==> src/rtl/febc_pkg.sv <==
// Package for the FIFO-evicting block cache.
// Holds the request/response item types and command codes; no dependencies.
`timescale 1ns / 1ps

package febc_pkg;

    localparam int KEY_BITS    = 63;
    localparam int HANDLE_W    = 32;
    localparam int NUMBER_BITS = 64;

    localparam logic CMD_ADD    = 1'b0;
    localparam logic CMD_LOOKUP = 1'b1;

    typedef struct packed {
        logic                  cmd;
        logic [KEY_BITS-1:0]   block_number;
        logic [HANDLE_W-1:0]   entry_handle;
    } req_t;

    typedef struct packed {
        logic                          hit;
        logic signed [NUMBER_BITS-1:0] result_number;
        logic [HANDLE_W-1:0]           result_handle;
    } rsp_t;

endpackage

==> src/rtl/fifo_evict_block_cache_unit.sv <==
// Channel   Signals                     Direction  Item
// req       req_valid req_ready req     in         command, key, handle
// rsp       rsp_valid rsp_ready rsp     out        hit flag, key or -1, handle
//
// Each item compares the entries in order until a hit, or through all valid
// entries on a miss or a new add; an empty cache skips the comparison.
// The single-port entry memory and the one key comparator visit one entry at a
// time, reading it (S_READ) and then comparing it (S_CMP).
// Reset clears the fill count and oldest pointer; entry contents stay unwritten.
// req_ready is low from acceptance until the result enters the output register;
// a stalled result holds there and the next item is taken meanwhile.
// Fully associative cache with FIFO replacement: top level.
// Depends on febc_pkg.
`timescale 1ns / 1ps

module fifo_evict_block_cache_unit
    import febc_pkg::*;
#(
    parameter int MAX_SIZE    = 15,
    parameter int HANDLE_BITS = 32
)
(
    input  logic clk,
    input  logic rst_n,
    input  logic req_valid,
    output logic req_ready,
    input  req_t req,
    output logic rsp_valid,
    input  logic rsp_ready,
    output rsp_t rsp
);

    localparam int SLOTS = MAX_SIZE + 1;
    localparam int IW    = (SLOTS > 1) ? $clog2(SLOTS) : 1;
    localparam int CW    = $clog2(SLOTS + 1);
    localparam int HW    = (HANDLE_BITS < HANDLE_W) ? HANDLE_BITS : HANDLE_W;
    localparam int WW    = KEY_BITS + HW;

    typedef enum logic [1:0] {
        S_IDLE,
        S_READ,
        S_CMP,
        S_DONE
    } state_t;

    state_t              state_reg;
    logic [CW-1:0]       count_reg;
    logic [IW-1:0]       oldest_reg;
    logic [IW-1:0]       idx_reg;
    logic                found_reg;
    logic [HW-1:0]       found_handle_reg;
    req_t                req_reg;
    logic                rsp_valid_reg;
    rsp_t                rsp_reg;

    logic [WW-1:0]       mem [SLOTS];
    logic [WW-1:0]       rd_word_reg;

    logic                full;
    logic                out_free;
    logic                key_match;
    logic                last_entry;
    logic                wr_en;
    logic [IW-1:0]       wr_slot;
    logic [HW-1:0]       req_handle;
    logic [IW-1:0]       oldest_next;

    assign full        = (count_reg == CW'(SLOTS));
    assign out_free    = !rsp_valid_reg || rsp_ready;
    assign key_match   = (rd_word_reg[WW-1:HW] == req_reg.block_number);
    assign last_entry  = (CW'(idx_reg) == count_reg - CW'(1));
    assign req_handle  = req_reg.entry_handle[HW-1:0];
    assign wr_slot     = full ? oldest_reg : count_reg[IW-1:0];
    assign oldest_next = (oldest_reg == IW'(SLOTS - 1)) ? '0 : oldest_reg + IW'(1);
    assign wr_en       = (state_reg == S_DONE) && out_free
                         && (req_reg.cmd == CMD_ADD) && !found_reg;

    assign req_ready = (state_reg == S_IDLE);
    assign rsp_valid = rsp_valid_reg;
    assign rsp       = rsp_reg;

    always_ff @(posedge clk)
    begin
        if (wr_en)
        begin
            mem[wr_slot] <= {req_reg.block_number, req_handle};
        end
        rd_word_reg <= mem[idx_reg];
    end

    always_ff @(posedge clk or negedge rst_n)
    begin
        if (!rst_n)
        begin
            state_reg     <= S_IDLE;
            count_reg     <= '0;
            oldest_reg    <= '0;
            idx_reg       <= '0;
            found_reg     <= 1'b0;
            rsp_valid_reg <= 1'b0;
        end
        else
        begin
            if (rsp_valid_reg && rsp_ready && (state_reg != S_DONE))
            begin
                rsp_valid_reg <= 1'b0;
            end
            unique case (state_reg)
                S_IDLE:
                begin
                    if (req_valid)
                    begin
                        req_reg   <= req;
                        idx_reg   <= '0;
                        found_reg <= 1'b0;
                        state_reg <= (count_reg == '0) ? S_DONE : S_READ;
                    end
                end
                S_READ:
                begin
                    state_reg <= S_CMP;
                end
                S_CMP:
                begin
                    if (key_match)
                    begin
                        found_reg        <= 1'b1;
                        found_handle_reg <= rd_word_reg[HW-1:0];
                        state_reg        <= S_DONE;
                    end
                    else if (last_entry)
                    begin
                        state_reg <= S_DONE;
                    end
                    else
                    begin
                        idx_reg   <= idx_reg + IW'(1);
                        state_reg <= S_READ;
                    end
                end
                S_DONE:
                begin
                    if (out_free)
                    begin
                        rsp_valid_reg <= 1'b1;
                        if (req_reg.cmd == CMD_ADD)
                        begin
                            rsp_reg.hit           <= 1'b1;
                            rsp_reg.result_number <= {1'b0, req_reg.block_number};
                            rsp_reg.result_handle <= HANDLE_W'(req_handle);
                            if (!found_reg)
                            begin
                                if (full)
                                begin
                                    oldest_reg <= oldest_next;
                                end
                                else
                                begin
                                    count_reg <= count_reg + CW'(1);
                                end
                            end
                        end
                        else if (found_reg)
                        begin
                            rsp_reg.hit           <= 1'b1;
                            rsp_reg.result_number <= {1'b0, req_reg.block_number};
                            rsp_reg.result_handle <= HANDLE_W'(found_handle_reg);
                        end
                        else
                        begin
                            rsp_reg.hit           <= 1'b0;
                            rsp_reg.result_number <= '1;
                            rsp_reg.result_handle <= '0;
                        end
                        state_reg <= S_IDLE;
                    end
                end
                default:
                begin
                    state_reg <= S_IDLE;
                end
            endcase
        end
    end

endmodule

==> config.mk <==
export PLATFORM = sky130hd
export DESIGN_NAME = fifo_evict_block_cache_unit
export DESIGN_NICKNAME = d
export VERILOG_FILES = /design/src/rtl/febc_pkg.sv /design/src/rtl/fifo_evict_block_cache_unit.sv
export SDC_FILE = /design/constraint.sdc
export NUM_CORES = 2
export LEC_CHECK = 0
export BUFFER_PORTS_ARGS = -buffer_cell sky130_fd_sc_hd__buf_2
export CORE_ASPECT_RATIO = 0.6
export CORE_UTILIZATION = 40
export CTS_CLUSTER_DIAMETER = 50
export DETAILED_ROUTE_END_ITERATION = 8
export PLACE_DENSITY = 0.63
export SKIP_CTS_REPAIR_TIMING = 1
export SLEW_MARGIN = 20
export SYNTH_ARGS = -nofsm -noshare
export SYNTH_HDL_FRONTEND = slang
export SYNTH_SLANG_ARGS = --single-unit
==> constraint.sdc <==
create_clock -name clk -period 14.6 [get_ports clk]
set_input_delay 2.92 -clock clk [delete_from_list [all_inputs] [get_ports clk]]
set_output_delay 2.92 -clock clk [all_outputs]
set_load 0.03 [all_outputs]
# After elaboration in Yosys (flattened, before gate mapping)
# Memory sizes are Yosys's and may differ from the RTL's. A register that Yosys moved wholly into a read port is not among the register bits.
# Index checks and enable logic that the tools add are counted.
classes:
  n_addsub: 4
  eq_ne: 13
  n_mux: 22
  bitwise_logic: 3
  reduce_logical: 19
ops:
  columns: ["operator", "n"]
  rows:
  - ["$mux W97", 1]
  - ["$mux W95", 1]
  - ["$eq A63 B63 Y1", 1]
  - ["$mux W4", 5]
  - ["$ne A2 B2 Y1 const B", 6]
  - ["$reduce_and A3 Y1", 4]
  - ["$mux W2", 5]
  - ["$reduce_and A5 Y1", 2]
  - ["$add A4 B1 Y4 const B", 2]
  - ["$pmux W2 S4", 1]
  - ["$pmux W4 S2", 1]
  - ["$mux W1", 7]
  - ["$add A5 B1 Y5 const B", 1]
  - ["$eq A4 B5 Y1", 1]
  - ["$eq A5 B5 Y1 const B", 1]
  - ["$logic_and A1 B1 Y1", 5]
  - ["$logic_not A5 Y1", 1]
  - ["$sub A5 B1 Y5 const B", 1]
  - ["$eq A2 B2 Y1 const B", 2]
  - ["$eq A4 B4 Y1 const B", 1]
  - ["$reduce_and A4 Y1", 1]
  - ["$not A1 Y1", 3]
  - ["$eq A2 B1 Y1 const B", 1]
  - ["$logic_not A1 Y1", 2]
  - ["other kinds (5)", 5]
word_totals:
  regBits: 242
  ram_bits: 1520
  output_inout_bits: 99
  word_cells: 76
  n_memories: 1
memory_table:
  columns: ["name", "depth", "width", "read_ports", "rd_clocked_by_memory_dff", "write_ports", "line_no", "source"]
  rows:
  - ["mem", 16, 95, 1, 1, 1, "fifo_evict_block_cache_unit.sv:56", "logic [WW-1:0] mem [SLOTS];"]

# Longest topological paths before layout
depth:
  depth_word: 7
  depth_mapped: 10
  ltp_nobuf: 9

# Least setup slack after synthesis
# Ideal clock, no wire load.
synth_timing:
  kind: "input -> register"
  from: "input rsp_ready"
  to: "memory mem[0][0] (netlist bit) (enable)"
  setup_time_ns: 0.550
  arrival_time_ns: 7.770
  t_required_ns: 14.050
  path_slack_ns: 6.280
  stages: 5
  cell_sequence: "nand2b_1 nand3_1 nor3_2 o21ai_0 nor2_1"
synth_between:
  elab_chain_len: 6
synth_lines:
  columns: ["element", "line_no", "source"]
  rows:
  - ["start, declared", "fifo_evict_block_cache_unit.sv:29", "input logic rsp_ready,"]
  - ["$logic_or A1 B1 Y1", "fifo_evict_block_cache_unit.sv:69", "assign out_free = !rsp_valid_reg || rsp_ready;"]
  - ["$logic_and A1 B1 Y1", "fifo_evict_block_cache_unit.sv:75", "assign wr_en = (state_reg == S_DONE) && out_free"]
  - ["$logic_and A1 B1 Y1 (2 in a row)", "fifo_evict_block_cache_unit.sv:76", "&& (req_reg.cmd == CMD_ADD) && !found_reg;"]
  - ["$mux W1", "fifo_evict_block_cache_unit.sv:84", "if (wr_en)"]
  - ["$mux W1 (implied by the code)", "fifo_evict_block_cache_unit.sv:86", "mem[wr_slot] <= {req_reg.block_number, req_handle};"]
  - ["end, declared", "fifo_evict_block_cache_unit.sv:56", null]
# No other way between the ends.

# Worst setup path in the final report
layout_timing:
  from: "input rsp_ready"
  to: "memory mem[12][52] (netlist bit) (enable)"
# The elaborated chain is that of the path after synthesis.

==> impl_metrics.ini <==
[logic_synthesis]
syn_area_per_cell_um2 = 24.0
synth_warnings = 0
ys_top_cells_by_area = edfxtp_1 77%, mux4_2 16%, dfxtp_1 2.8%, dfrtp_1 0.62%, nand2b_1 0.50%
yosysSeqAreaShare_pct = 80.2
synth_nets = 2945
synth_area_mm2 = 0.0682
ys_types = 54
async_flop_share_pct = 0.915
ys.flop_type = edfxtp_1
synth_top_area_cell = edfxtp_1
synth-edff-count = 1745
synth_top_area_share_pct = 76.8
ys_ff_latch = 1857
netlist_instances = 2841

[sta]
fin_crit_sh_pct = 39.1
setup_ws_ns = 8.89
drv_slew = 0
rsz0062_at_grt = false
fin_hold_ws_ns = 0.379
slew_headroom_pct = 23.1
fmax_mhz = 175
post-route-min-period_ns = 5.71
final-setup-viol-count = 0
hold_violations = 0
finClkSkew_ns = 0.0516
setup-tns-final_ns = 0
worst_pin_slew_ns = 1.14

[critical_path]
cp.depth = 8
crit_family = buffers and inverters
start_kind = primary input
worstReg2RegStart = idx_reg[0]
cp_cell_sequence = buf_2, nand2b_1, nand3_1, nor3_2, o21ai_1, nor2_4, buf_4, buf_4
crit_path_end_kind = register
r2r_end = rd_word_reg[70]
reg2reg_depth = 5
slowest_stage = buf_4
worst-path-buf-inv = 3
cp.arrival_ns = 6.12
cpMostUsedCell = buf_4
slowest_delay_ns = 0.83
crit_fanout = 48
required_ns = 15.01
worstSetupPathType = in -> reg
reg2reg_slack_ns = 9.74

[grt]
grt_util_all_layers_pct = 17.6
grt_max_degree = 138
grt_pass1_wl_mm = 218
grt_overflow = 0
antenna_found_initial = 4
grt_pass1_vias = 30700

[floorplanning]
die-area_mm2 = 0.172
chipWidth_um = 535
fp.dieH_um = 322
placementRows = 116
initial_core_util_pct = 40.6
core_mm2 = 0.168
ios = 199

[drt]
num_vias = 29900
drt_iter0_markers = 3405
via_per_inst = 5.38
first_pass_iters = 5
routedWlPerCell_um = 26.9
postRouteAntennaNets = 0
drc = 0
routed_wl_mm = 150

[worst_hold_path]
hp-start = rd_word_reg[11]
hold_depth = 0
hp-class = reg -> reg
hold-path-endpoint = found_handle_reg[11]

[power_and_ir_drop]
power_density_mw_per_mm2 = 174
p_leak_nw = 24.6
irDropWorstVdd_v = 0.000158
power_w = 0.0136

[clock_network]
cts.sinks = 1857
htree_levels = 4
cts_buffer_depth = 4
cts_buffers = 177
root_buffer = clkbuf_16
clk_pin_slew_ns = 0.06
clkLatencyLatePin_ns = 0.83
cts_tree = yes

[placement]
dp_hpwl_mm = 77.3
gp_congestion = 0.739
portBuffers = 198
dp_slack_ns = 7.82

[cells_and_area]
multiInputGateArea_mm2 = 0.0129
final_common_cell = edfxtp_1
drive_gt1_share_pct = 32.1
largest_reg_flops = 1520
syn_to_final_growth_pct = 14.6
fin_nets = 3278
seq_area_mm2 = 0.0547
nFillCells = 13700
layout_common_cells = 1745 x edfxtp_1, 475 x mux4_2, 198 x buf_2

[run]
drv_cap = 0

[run_status]
outcome = finished clean
[through the flow]
step | utilization (%) | std cells | area [um^2]
CTS | 46.5 | 5554 | 78200
detailed placement | 43.0 | 5237 | 72300
finish | 46.5 | 5555 | 78200
global placement | 43.0 | 5237 | 72300
global route | 46.5 | 5555 | 78200
floorplan | - | 2841 | 68200
[worst max path at each step]
stage / startpoint / endpoint / slack (ns)
after floorplan: rsp_ready / mem[0][0] / 6.28
after global placement: rsp_ready / mem[5][71] / 7.87
after detailed placement: rsp_ready / mem[5][73] / 7.82
after CTS: rsp_ready / mem[5][73] / 8.68
after global routing: rsp_ready / mem[5][73] / 8.67
final: rsp_ready / mem[12][52] / 8.89
[where the power goes]
group | internal [W] | total [W] | leakage, nW | switching (W)
sequential | 0.00613 | 0.00640 | 16.7 | 0.000276
combinational | 0.00133 | 0.00252 | 5.04 | 0.00119
clock | 0.00266 | 0.00465 | 2.89 | 0.00199
[worst reg2reg max path: cells and delay by family, from the launching register on]
| kind | cells | cell delay [ns] |
|---|---|---|
| DFF | 1 | 0.99 |
| muxes | 2 | 1.12 |
| buffers and inverters | 3 | 2.63 |
[kinds of logic (layout without fill, tap and decap cells)]
kind of cell             Yosys count  in the layout  synth area share, %
flip-flops                      1857           1857                 80.2
multiplexers                     478            478                 15.7
buffers and inverters            188            659                 1.14
adder cells (fa/ha/maj)            4              4               0.0734
AO/OA/AOI/OAI                     79             79                0.710
XOR/XNOR                          52             52                0.679
AND/OR/NAND/NOR                  183            183                 1.44
other                              0              1                    0
[cells in the mapped netlist (3+ instances only)]
master / n
edfxtp_1: 1745
nor2_1: 24
nand3_1: 8
buf_2: 45
nand2_1: 50
o22ai_1: 10
nor2b_1: 3
o2bb2ai_1: 3
nor4_1: 14
mux4_2: 475
ha_1: 4
clkbuf_1: 76
dfrtp_1: 17
o21ai_0: 42
xor2_1: 37
a21oi_1: 3
nor3_1: 7
nand4_1: 7
nor3b_1: 3
nand2b_1: 55
inv_1: 61
dfxtp_1: 95
a22o_1: 4
xnor2_1: 14
[layer usage]
| metal | routed length (um) | global-route usage [%] | up-vias |
|---|---|---|---|
| li1 | - | - | 12600 |
| met1 | 67900 | 26.0 | 16200 |
| met2 | 69200 | 26.9 | 962 |
| met3 | 9580 | 3.47 | 181 |
| met4 | 2860 | 4.05 | 0 |
| met5 | 0 | 0 | - |
[layout make-up]
class / count / area share [%]
clock buffers: 227 / 6.17
flip-flops and latches: 1857 / 70.0
well taps: 2242 / 3.59
inverters: 62 / 0.301
clock inverters: 90 / 1.32
multi-input cells: 796 / 16.4
diodes: 1 / 0.00320
repair buffers: 280 / 2.17
Note: power is estimated with default switching activity, not from simulation.
